**config.mk**
```make
export PLATFORM = sky130hd
export DESIGN_NAME = timecode_to_frame_count_core_flat
export DESIGN_NICKNAME = d
export VERILOG_FILES = /design/src/tcfc_pkg.sv /design/src/tcfc_if.sv /design/src/tcfc_div_stage.sv /design/src/timecode_to_frame_count_core.sv /design/src/flat_wrapper.sv
export SDC_FILE = /design/constraint.sdc
export NUM_CORES = 2
export LEC_CHECK = 0
export ABC_AREA = 1
export BUFFER_PORTS_ARGS = -buffer_cell sky130_fd_sc_hd__buf_2
export CORE_MARGIN = 2
export CORE_UTILIZATION = 25
export CTS_CLUSTER_SIZE = 28
export DETAILED_ROUTE_END_ITERATION = 6
export PLACE_DENSITY = 0.42
export SLEW_MARGIN = 25
export SYNTH_ARGS = -nofsm -noshare
export SYNTH_HDL_FRONTEND = slang
export SYNTH_SLANG_ARGS = --single-unit
```
**constraint.sdc**
```tcl
create_clock -name clk -period 143 [get_ports clk]
set_input_delay 28.6 -clock clk [delete_from_list [all_inputs] [get_ports clk]]
set_output_delay 28.6 -clock clk [all_outputs]
set_load 0.01 [all_outputs]
```
**src/tcfc_pkg.sv**
```systemverilog
// Shared types, constants and helpers for the timecode to frame count core.
package tcfc_pkg;

    localparam int CFG_INDEX_W = 3;
    localparam int CFG_DATA_W  = 16;

    localparam logic [CFG_INDEX_W-1:0] REG_RATE_NUM  = 3'd0;
    localparam logic [CFG_INDEX_W-1:0] REG_RATE_DEN  = 3'd1;
    localparam logic [CFG_INDEX_W-1:0] REG_WIDE_MODE = 3'd2;
    localparam logic [CFG_INDEX_W-1:0] REG_SLOT0     = 3'd3;

    localparam logic [2:0] SRC_NONE = 3'd0;
    localparam logic [2:0] SRC_GOP  = 3'd4;

    localparam int TS_W          = 34;
    localparam int SECS_W        = 18;
    localparam int FRAMES_W      = 8;
    localparam int DIV_PER_STAGE = 2;
    localparam int DIV_STAGES    = TS_W / DIV_PER_STAGE;

    typedef struct packed {
        logic                valid;
        logic                found;
        logic [2:0]          src;
        logic [FRAMES_W-1:0] ff;
        logic [15:0]         rem;
        logic [TS_W-1:0]     work;
    } div_word_t;

    function automatic logic [6:0] bcd_value(input logic [7:0] b);
        logic [6:0] v;
        if (b[3:0] > 4'd9 || b[7:4] > 4'd9)
        begin
            v = 7'd0;
        end
        else
        begin
            v = 7'(b[3:0]) + 7'(b[7:4]) * 7'd10;
        end
        return v;
    endfunction

endpackage

```
**src/tcfc_if.sv**
```systemverilog
// Handshake channels for timecode words and frame count results.
interface tcfc_in_if;
    logic        valid;
    logic        ready;
    logic [31:0] s12m_count_word;
    logic [31:0] s12m_code1;
    logic [31:0] s12m_code2;
    logic [31:0] s12m_code3;
    logic [31:0] gop_code;
    logic        gop_present;

    modport source (output valid, s12m_count_word, s12m_code1, s12m_code2, s12m_code3,
                    gop_code, gop_present, input ready);
    modport sink (input valid, s12m_count_word, s12m_code1, s12m_code2, s12m_code3,
                  gop_code, gop_present, output ready);
endinterface

interface tcfc_out_if;
    logic        valid;
    logic        ready;
    logic        found;
    logic [2:0]  used_source;
    logic [33:0] frame_timestamp;

    modport source (output valid, found, used_source, frame_timestamp, input ready);
    modport sink (input valid, found, used_source, frame_timestamp, output ready);
endinterface

```
**src/tcfc_div_stage.sv**
```systemverilog
// One pipelined stage of the restoring divider, two quotient bits per stage.
module tcfc_div_stage
    import tcfc_pkg::*;
(
    input  logic      clk,
    input  logic      rst_n,
    input  logic      en,
    input  logic [15:0] den,
    input  div_word_t d_in,
    output div_word_t d_out
);

    div_word_t d_next;
    div_word_t d_reg;
    logic      valid_reg;

    always_comb
    begin
        logic [16:0] rem_sh;
        d_next = d_in;
        for (int k = 0; k < DIV_PER_STAGE; k++)
        begin
            rem_sh = {d_next.rem, d_next.work[TS_W-1]};
            d_next.work = {d_next.work[TS_W-2:0], 1'b0};
            if (rem_sh >= {1'b0, den})
            begin
                rem_sh = rem_sh - {1'b0, den};
                d_next.work[0] = 1'b1;
            end
            d_next.rem = rem_sh[15:0];
        end
    end

    always_ff @(posedge clk or negedge rst_n)
    begin
        if (!rst_n)
        begin
            valid_reg <= 1'b0;
        end
        else if (en)
        begin
            valid_reg <= d_next.valid;
        end
    end

    always_ff @(posedge clk)
    begin
        if (en)
        begin
            d_reg <= d_next;
        end
    end

    always_comb
    begin
        d_out       = d_reg;
        d_out.valid = valid_reg;
    end

endmodule

```
**src/timecode_to_frame_count_core.sv**
```systemverilog
// Top level of the timecode to frame count core.
//
// in_chan carries one frame's S12M words and GOP timecode per word; out_chan
// returns one result word (found, used_source, frame_timestamp) for each.
// Configuration is written through cfg_write/cfg_index/cfg_data while idle.
//
// Every stage advances together, so unless out_chan stalls a word enters each
// cycle and a result leaves each cycle: throughput is one word per cycle. The
// stages are source select, timecode decode, multiply by the rate numerator,
// 17 divider stages of two quotient bits each, and the output register.
//
// When out_chan stalls the whole pipeline holds and in_chan.ready drops;
// nothing is lost or repeated. Reset clears all stage valid bits and loads
// the register defaults: 30/1 fps, narrow frame field, slot 0 on the first
// S12M word and the other slots empty.
module timecode_to_frame_count_core
    import tcfc_pkg::*;
#(
    parameter int SOURCE_SLOTS = 4
)
(
    input  logic                   clk,
    input  logic                   rst_n,
    input  logic                   cfg_write,
    input  logic [CFG_INDEX_W-1:0] cfg_index,
    input  logic [CFG_DATA_W-1:0]  cfg_data,
    tcfc_in_if.sink                in_chan,
    tcfc_out_if.source             out_chan
);

    logic [15:0] num_reg;
    logic [15:0] den_reg;
    logic        wide_reg;
    logic [2:0]  slot_reg [SOURCE_SLOTS];

    always_ff @(posedge clk or negedge rst_n)
    begin
        if (!rst_n)
        begin
            num_reg  <= 16'd30;
            den_reg  <= 16'd1;
            wide_reg <= 1'b0;
            for (int i = 0; i < SOURCE_SLOTS; i++)
            begin
                slot_reg[i] <= (i == 0) ? 3'd1 : SRC_NONE;
            end
        end
        else if (cfg_write)
        begin
            if (cfg_index == REG_RATE_NUM)
            begin
                num_reg <= cfg_data;
            end
            if (cfg_index == REG_RATE_DEN)
            begin
                den_reg <= cfg_data;
            end
            if (cfg_index == REG_WIDE_MODE)
            begin
                wide_reg <= cfg_data[0];
            end
            for (int i = 0; i < SOURCE_SLOTS; i++)
            begin
                if (cfg_index == CFG_INDEX_W'(int'(REG_SLOT0) + i))
                begin
                    slot_reg[i] <= cfg_data[2:0];
                end
            end
        end
    end

    logic en;
    logic out_valid_reg;

    assign en            = !out_valid_reg || out_chan.ready;
    assign in_chan.ready = en;

    // source select
    logic        a_valid_reg, a_valid_next;
    logic        a_found_reg, a_found_next;
    logic [2:0]  a_src_reg, a_src_next;
    logic [31:0] a_code_reg, a_code_next;

    always_comb
    begin
        logic done;
        logic [31:0] avail;
        done         = 1'b0;
        a_found_next = 1'b0;
        a_src_next   = SRC_NONE;
        a_code_next  = 32'd0;
        a_valid_next = in_chan.valid;
        avail = (in_chan.s12m_count_word < 32'd3) ? in_chan.s12m_count_word : 32'd3;
        for (int i = 0; i < SOURCE_SLOTS; i++)
        begin
            if (!done)
            begin
                if (slot_reg[i] == SRC_NONE)
                begin
                    done = 1'b1;
                end
                else if (slot_reg[i] == SRC_GOP)
                begin
                    if (in_chan.gop_present)
                    begin
                        done         = 1'b1;
                        a_found_next = 1'b1;
                        a_src_next   = SRC_GOP;
                        a_code_next  = in_chan.gop_code;
                    end
                end
                else if (slot_reg[i] < SRC_GOP && 32'(slot_reg[i]) <= avail)
                begin
                    done         = 1'b1;
                    a_found_next = 1'b1;
                    a_src_next   = slot_reg[i];
                    case (slot_reg[i][1:0])
                        2'd1:    a_code_next = in_chan.s12m_code1;
                        2'd2:    a_code_next = in_chan.s12m_code2;
                        default: a_code_next = in_chan.s12m_code3;
                    endcase
                end
            end
        end
    end

    always_ff @(posedge clk or negedge rst_n)
    begin
        if (!rst_n)
        begin
            a_valid_reg <= 1'b0;
        end
        else if (en)
        begin
            a_valid_reg <= a_valid_next;
        end
    end

    always_ff @(posedge clk)
    begin
        if (en)
        begin
            a_found_reg <= a_found_next;
            a_src_reg   <= a_src_next;
            a_code_reg  <= a_code_next;
        end
    end

    // timecode decode
    logic                b_valid_reg;
    logic                b_found_reg;
    logic [2:0]          b_src_reg;
    logic [SECS_W-1:0]   b_secs_reg, b_secs_next;
    logic [FRAMES_W-1:0] b_ff_reg, b_ff_next;
    logic                high_rate;
    logic                rate_50;

    assign high_rate = {5'd0, num_reg} > 21'(den_reg) * 21'd30;
    assign rate_50   = {5'd0, num_reg} == 21'(den_reg) * 21'd50;

    always_comb
    begin
        logic [6:0] hh;
        logic [6:0] mm;
        logic [6:0] ss;
        logic [6:0] ff;
        if (a_src_reg == SRC_GOP)
        begin
            hh = {2'd0, a_code_reg[23:19]};
            mm = {1'b0, a_code_reg[18:13]};
            ss = {1'b0, a_code_reg[11:6]};
            ff = {1'b0, a_code_reg[5:0]};
        end
        else
        begin
            hh = bcd_value({2'd0, a_code_reg[5:0]});
            mm = bcd_value({1'b0, a_code_reg[14:8]});
            ss = bcd_value({1'b0, a_code_reg[22:16]});
            ff = bcd_value(wide_reg ? {1'b0, a_code_reg[30:24]} : {2'd0, a_code_reg[29:24]});
        end
        b_ff_next = {1'b0, ff};
        if (a_src_reg != SRC_GOP && !wide_reg && high_rate)
        begin
            b_ff_next = {ff, rate_50 ? a_code_reg[7] : a_code_reg[23]};
        end
        b_secs_next = SECS_W'(hh) * SECS_W'(3600) + SECS_W'(mm) * SECS_W'(60) + SECS_W'(ss);
        if (!a_found_reg)
        begin
            b_secs_next = '0;
            b_ff_next   = '0;
        end
    end

    always_ff @(posedge clk or negedge rst_n)
    begin
        if (!rst_n)
        begin
            b_valid_reg <= 1'b0;
        end
        else if (en)
        begin
            b_valid_reg <= a_valid_reg;
        end
    end

    always_ff @(posedge clk)
    begin
        if (en)
        begin
            b_found_reg <= a_found_reg;
            b_src_reg   <= a_src_reg;
            b_secs_reg  <= b_secs_next;
            b_ff_reg    <= b_ff_next;
        end
    end

    // multiply by numerator
    div_word_t c_reg;
    div_word_t c_word;
    logic      c_valid_reg;

    always_ff @(posedge clk or negedge rst_n)
    begin
        if (!rst_n)
        begin
            c_valid_reg <= 1'b0;
        end
        else if (en)
        begin
            c_valid_reg <= b_valid_reg;
        end
    end

    always_ff @(posedge clk)
    begin
        if (en)
        begin
            c_reg.valid <= b_valid_reg;
            c_reg.found <= b_found_reg;
            c_reg.src   <= b_src_reg;
            c_reg.ff    <= b_ff_reg;
            c_reg.rem   <= '0;
            c_reg.work  <= TS_W'(b_secs_reg) * TS_W'(num_reg);
        end
    end

    always_comb
    begin
        c_word       = c_reg;
        c_word.valid = c_valid_reg;
    end

    // divide by denominator
    div_word_t div_w [DIV_STAGES+1];

    assign div_w[0] = c_word;

    for (genvar g = 0; g < DIV_STAGES; g++)
    begin : g_div
        tcfc_div_stage u_stage (
            .clk   (clk),
            .rst_n (rst_n),
            .en    (en),
            .den   (den_reg),
            .d_in  (div_w[g]),
            .d_out (div_w[g+1])
        );
    end

    // output register
    div_word_t      last;
    logic           found_reg;
    logic [2:0]     src_reg;
    logic [TS_W-1:0] ts_reg, ts_next;

    assign last = div_w[DIV_STAGES];

    always_comb
    begin
        if (!last.found)
        begin
            ts_next = '0;
        end
        else if (den_reg == 16'd0)
        begin
            ts_next = '1;
        end
        else
        begin
            ts_next = last.work + TS_W'(last.ff);
        end
    end

    always_ff @(posedge clk or negedge rst_n)
    begin
        if (!rst_n)
        begin
            out_valid_reg <= 1'b0;
        end
        else if (en)
        begin
            out_valid_reg <= last.valid;
        end
    end

    always_ff @(posedge clk)
    begin
        if (en)
        begin
            found_reg <= last.found;
            src_reg   <= last.src;
            ts_reg    <= ts_next;
        end
    end

    assign out_chan.valid           = out_valid_reg;
    assign out_chan.found           = found_reg;
    assign out_chan.used_source     = src_reg;
    assign out_chan.frame_timestamp = ts_reg;

endmodule

```
**src/flat_wrapper.sv**
```systemverilog
// flat-port wrapper written by rule: the top's interface ports become plain ports
module timecode_to_frame_count_core_flat import tcfc_pkg::*;
#(
    parameter int SOURCE_SLOTS = 4
)
  (clk, rst_n, cfg_write, cfg_index, cfg_data, in_chan_valid, in_chan_s12m_count_word, in_chan_s12m_code1, in_chan_s12m_code2, in_chan_s12m_code3, in_chan_gop_code, in_chan_gop_present, in_chan_ready, out_chan_valid, out_chan_found, out_chan_used_source, out_chan_frame_timestamp, out_chan_ready);
  tcfc_in_if in_chan_i ();
  tcfc_out_if out_chan_i ();
  input  logic clk;
  input  logic rst_n;
  input  logic cfg_write;
  input  logic [CFG_INDEX_W-1:0] cfg_index;
  input  logic [CFG_DATA_W-1:0] cfg_data;
  input wire logic [$bits(in_chan_i.valid)-1:0] in_chan_valid;
  input wire logic [$bits(in_chan_i.s12m_count_word)-1:0] in_chan_s12m_count_word;
  input wire logic [$bits(in_chan_i.s12m_code1)-1:0] in_chan_s12m_code1;
  input wire logic [$bits(in_chan_i.s12m_code2)-1:0] in_chan_s12m_code2;
  input wire logic [$bits(in_chan_i.s12m_code3)-1:0] in_chan_s12m_code3;
  input wire logic [$bits(in_chan_i.gop_code)-1:0] in_chan_gop_code;
  input wire logic [$bits(in_chan_i.gop_present)-1:0] in_chan_gop_present;
  output wire logic [$bits(in_chan_i.ready)-1:0] in_chan_ready;
  output wire logic [$bits(out_chan_i.valid)-1:0] out_chan_valid;
  output wire logic [$bits(out_chan_i.found)-1:0] out_chan_found;
  output wire logic [$bits(out_chan_i.used_source)-1:0] out_chan_used_source;
  output wire logic [$bits(out_chan_i.frame_timestamp)-1:0] out_chan_frame_timestamp;
  input wire logic [$bits(out_chan_i.ready)-1:0] out_chan_ready;
  assign in_chan_i.valid = in_chan_valid;
  assign in_chan_i.s12m_count_word = in_chan_s12m_count_word;
  assign in_chan_i.s12m_code1 = in_chan_s12m_code1;
  assign in_chan_i.s12m_code2 = in_chan_s12m_code2;
  assign in_chan_i.s12m_code3 = in_chan_s12m_code3;
  assign in_chan_i.gop_code = in_chan_gop_code;
  assign in_chan_i.gop_present = in_chan_gop_present;
  assign in_chan_ready = in_chan_i.ready;
  assign out_chan_valid = out_chan_i.valid;
  assign out_chan_found = out_chan_i.found;
  assign out_chan_used_source = out_chan_i.used_source;
  assign out_chan_frame_timestamp = out_chan_i.frame_timestamp;
  assign out_chan_i.ready = out_chan_ready;
  timecode_to_frame_count_core #(.SOURCE_SLOTS(SOURCE_SLOTS)) u_core (.clk(clk), .rst_n(rst_n), .cfg_write(cfg_write), .cfg_index(cfg_index), .cfg_data(cfg_data), .in_chan(in_chan_i), .out_chan(out_chan_i));
endmodule
```
# Yosys cells after proc, flatten, opt, wreduce, memory -nomap -nowiden
# Index checks and enable logic that the tools add are counted.
# Widths: inputs -> output; s select.
[totals] ff_bits=1253 elab_cells=426 inputBits=185
[classes] eq_ne=21 order_cmp=52 n_reduce_logical=27 mul=9 add_sub_neg=40 muxes=150
[ops] cell="$mux 31" count=19
[ops] cell="$ge 17x16->1" count=33
[ops] cell="$mux 16" count=33
[ops] cell="$sub 16x16->16" count=32
[ops] cell="$pmux 31 s2" count=4
[ops] cell="$le 3x32->1" count=4
[ops] cell="$mux 7" count=10
[ops] cell="$mux 1" count=63
[ops] cell="$mux 3" count=19
[ops] cell="$add 34x8->34" count=1
[ops] cell="$mul 18x16->34" count=1
[ops] cell="$mux 34" count=1
[ops] cell="$lt 32x2->1 const B" count=1
[ops] cell="$mux 32" count=1
[ops] cell="$eq 3x3->1 const B" count=8
[ops] cell="$add 4x7->7" count=3
[ops] cell="$eq 16x21->1" count=1
[ops] cell="$gt 16x21->1" count=1
[ops] cell="$gt 4x4->1 const B" count=5
[ops] cell="$mul 16x4->20 const B" count=1
[ops] cell="$mul 16x5->20 const B" count=1
[ops] cell="$add 18x13->18" count=1
[ops] cell="$add 18x7->18" count=1
[ops] cell="$ge 1x16->1" count=1
[ops] cell="21 further kinds" count=54

# Logic depth before layout (Yosys ltp)
[depth] word_depth=19 ltp_mapped=34

# By module
# Synthesis repeated with hierarchy kept, for this count alone.
[unflattened] hier_cells=12898 hier_area_um2=104983.2
[modules_own_cells] module="tcfc_div_stage (u_core.g_div[0].u_stage ...)" cells_per_inst=517 seq_area_each_um2=1886.8 instances=11 area_each_um2=4380.5
[modules_own_cells] module="timecode_to_frame_count_core" cells_per_inst=4110 seq_area_each_um2=5708.0 instances=1 area_each_um2=30211.5
[modules_own_cells] module="tcfc_div_stage (u_core.g_div[16].u_stage ...)" cells_per_inst=513 seq_area_each_um2=1886.8 instances=4 area_each_um2=4424.2
[modules_own_cells] module="tcfc_div_stage (u_core.g_div[15].u_stage)" cells_per_inst=532 seq_area_each_um2=1886.8 instances=1 area_each_um2=4504.3
[modules_own_cells] module="tcfc_div_stage (u_core.g_div[4].u_stage)" cells_per_inst=517 seq_area_each_um2=1886.8 instances=1 area_each_um2=4385.5

# Worst setup path after synthesis
# Ideal clock, no wire load.
[synth_path] kind="input to output" start="input port out_chan_ready" end="output port in_chan_ready" n_path_buf=1 stages=3 t_arrival_ns=60.786 slack_ns=53.614 required_time_ns=114.400 path_cell_list="inv_1 -> nand2_1 -> buf_1"
[synth_between] elab_chain_cells=1
[synth_rtl] element="start: declaration" line_no="flat_wrapper.sv:26" rtl="input wire logic [$bits(out_chan_i.ready)-1:0] out_chan_ready;"
[synth_rtl] element="$logic_or 1x1->1" line_no="timecode_to_frame_count_core.sv:75" rtl="assign en = !out_valid_reg || out_chan.ready;"
[synth_rtl] element="end: declaration" line_no="flat_wrapper.sv:21" rtl="output wire logic [$bits(in_chan_i.ready)-1:0] in_chan_ready;"
# No other way between the ends.

# Worst setup path in the final report
# Same ends and word-level chain as after synthesis.

==> results_dict.tcl <==
set metrics [dict create \
    status "complete, no violations" \
    ys_seq_area_share_pct 42.10 \
    rsz0062_at_grt "no" \
    synth_ff_type "edfxtp_1" \
    ys_ff_latch 1253 \
    synth.distinct_cells 70 \
    drtAntennaViolNets 0 \
    die_h_um 599.4 \
    synthCells 9566 \
    setup_tns_ns 0 \
    core_area_um2 352700 \
    cp_num_buf_inv 3 \
    cp_max_fo 34 \
    fmax_ghz 0.01721 \
    grt_pass1_vias 68041 \
    crit_top_cell "buf_2" \
    cts-resized-gates 0 \
    finalWirelength_mm 263.1 \
    numCtsBuffers 159 \
    grt_max_degree 149 \
    cp_slowest_cell "nand2_4" \
    die_w_um 599.4 \
    wl_per_cell_um 17.95 \
    skew_ns 0.09155 \
    path_clk_slew_ns 0.06 \
    synthTopCellsByArea "edfxtp_1 40%, ha_1 12%, nand2_1 8.8%" \
    clock_tree.root_cell "clkbuf_16" \
    max_stage_delay_ns 0.37 \
    synth_common_cells "2074 x nand2_1, 1187 x edfxtp_1, 1131 x inv_1" \
    stdcell_area_um2 100600 \
    critPathTopFamily "buffers and inverters" \
    postCtsHoldBufs 0 \
    avgSynthCellArea_um2 9.264 \
    clk_latency_ns 0.84 \
    placed_area_um2 95390 \
    synth_edf_count 1187 \
    cts.sinks 1253 \
    yosysMostFrequentCell "nand2_1" \
    grt_usage_pct 14.45 \
    path_depth 4 \
    crit_end "in_chan_ready" \
    drive_gt1_share_pct 6.855 \
    gp_congestion 0.8689 \
    cts_tree "built" \
    hp-class "reg2reg" \
    crit_arrival_ns 29.50 \
    period_minus_slack_ns 58.10 \
    async_flop_share_pct 5.267 \
    synthToLayoutAreaGrowth_pct 13.54 \
    reg2reg_from "u_core.den_reg[10]$_DFFE_PN0P_" \
    htreeDepth 4 \
    cp_cell_sequence "buf_2 > inv_1 > nand2_4 > buf_2" \
    grt_overflow 0 \
    crit_required_ns 114.40 \
    antenna_found_initial 31 \
    r2r-end "u_core.g_div[5].u_stage.d_out[39]$_DFFE_PP_" \
    core.rowCount 218 \
    finalSetupViolCount 0 \
    fin_crit_sh_pct 40.63 \
    hpwl_mm 189.7 \
    cts_buffer_depth 4 \
    post_cts_buffers 0 \
    drc 0 \
    largest_reg_flops 1038 \
    num-nets-final 11143 \
    final_max_slew_viol_count 0 \
    synth_area_um2 88620 \
    die_area_um2 359200 \
    grt_first_pass_wirelength_mm 403.5 \
    start_util_pct 25.13 \
    ys.warnings.count 0 \
    synth_top_area_share_pct 40.22 \
    first_pass_iters 6 \
    vias_per_cell 4.640 \
    yosys.area.top_type "edfxtp_1" \
    reg2reg_slack_ns 135.60 \
    report.final.hold_viol_count 0 \
    ios 225 \
    reg2regPathDepth 25 \
    io_buffers 220 \
    vias 68024 \
    relSlewSlack_pct 27.58 \
    drtIter0Drc 5189 \
    cp-startpoint "out_chan_ready" \
    start_kind "primary input" \
    critPathKind "in2out" \
    hold_path_startpoint "u_core.g_div[9].u_stage.d_out[26]$_DFFE_PP_" \
    end_kind "output port" \
    tightest_slew_ns 1.084 \
    drv_cap 0 \
]
==> worst register-to-register path: cells and delay by family (launching register included) <==
kind,cells,cell delay [ns]
adders and majority gates,2,0.75
buffers and inverters,5,1.98
and+or+nand+nor,7,1.22
AOI/OAI and AO/OA,11,2.61
DFF,1,0.58
==> logic make-up (layout without fill, tap and decap cells) <==
| logic type | Yosys count | count (layout) | share of synthesized area [%] |
|---|---|---|---|
| xor gates and xnor gates | 509 | 509 | 5.046 |
| AOI/OAI and AO/OA | 1976 | 1976 | 12.37 |
| muxes | 19 | 19 | 0.2231 |
| other | 1 | 13 | 0.004232 |
| and+or+nand+nor | 3245 | 3245 | 15.06 |
| DFF | 1253 | 1253 | 42.10 |
| adders and majority gates | 1160 | 1160 | 19.07 |
| buffers and inverters | 1403 | 1754 | 6.122 |
==> metal layers <==
layer | global-route usage [%] | vias up | wire length (um)
met5 | 0 | - | 110
met4 | 5.192 | 18 | 10310
met3 | 2.029 | 473 | 13100
met2 | 23.77 | 1772 | 119800
met1 | 19.29 | 32423 | 119800
li1 | - | 33338 | -
==> cell usage in the layout (no fill, tap or decap), drive strengths merged, types with 15 or more instances in the layout <==
| master | count |
|---|---|
| a211oi | 15 |
| a21boi | 20 |
| a21o | 47 |
| a21oi | 805 |
| a31oi | 75 |
| buf | 326 |
| bufinv | 15 |
| clkbuf | 193 |
| clkinv | 54 |
| dfrtp | 60 |
| edfxtp | 1187 |
| fa | 318 |
| ha | 842 |
| inv | 1153 |
| nand2 | 2091 |
| nand3 | 350 |
| nand4 | 81 |
| nor2 | 528 |
| nor3 | 97 |
| nor4 | 52 |
| o2111ai | 18 |
| o211ai | 51 |
| o21a | 31 |
| o21ai | 723 |
| o21bai | 40 |
| o221ai | 20 |
| o22ai | 77 |
| or2 | 30 |
| xnor2 | 217 |
| xor2 | 291 |
==> area by class of cell <==
type                    instances  area, um^2
clock inverters                90       928.4
well taps                    4730        5918
flip-flops and latches       1253       37300
multi-input cells            6913       45960
inverters                    1145        4298
clock buffers                 193        4200
repair buffers                326        1988
diodes                          9       22.52
fillers                     36971      252100
==> per-stage QoR <==
step                      util (%)  instances  worst slack (ns)  hold slack, ns
final                        28.53      14659             84.90          0.3868
after global routing         28.53      14657             84.80          0.4042
after CTS                    28.50      14648             84.86          0.3942
after detailed placement     27.05      14365             84.86          0.4045
after global placement       27.04      14365             84.86          0.4008
after floorplan                  -       9569             53.61          0.4003
==> how the worst min path moves through the flow <==
stage | slack (ns) | cells after the start | endpoint
after floorplan | 0.40 | 0 | u_core.c_reg[50]$_DFFE_PP_
after global placement | 0.40 | 0 | u_core.g_div[7].u_stage.d_out[7]$_DFFE_PP_
after detailed placement | 0.40 | 0 | u_core.c_reg[59]$_DFFE_PP_
after CTS | 0.39 | 0 | u_core.g_div[5].u_stage.d_out[60]$_DFFE_PP_
after global routing | 0.40 | 0 | u_core.g_div[10].u_stage.d_out[11]$_DFFE_PP_
final | 0.39 | 0 | u_core.g_div[10].u_stage.d_out[28]$_DFFE_PP_
Power is left out: the tool's default activity adds up to more than one toggle a clock period on the data nets, which glitch-free logic cannot reach.
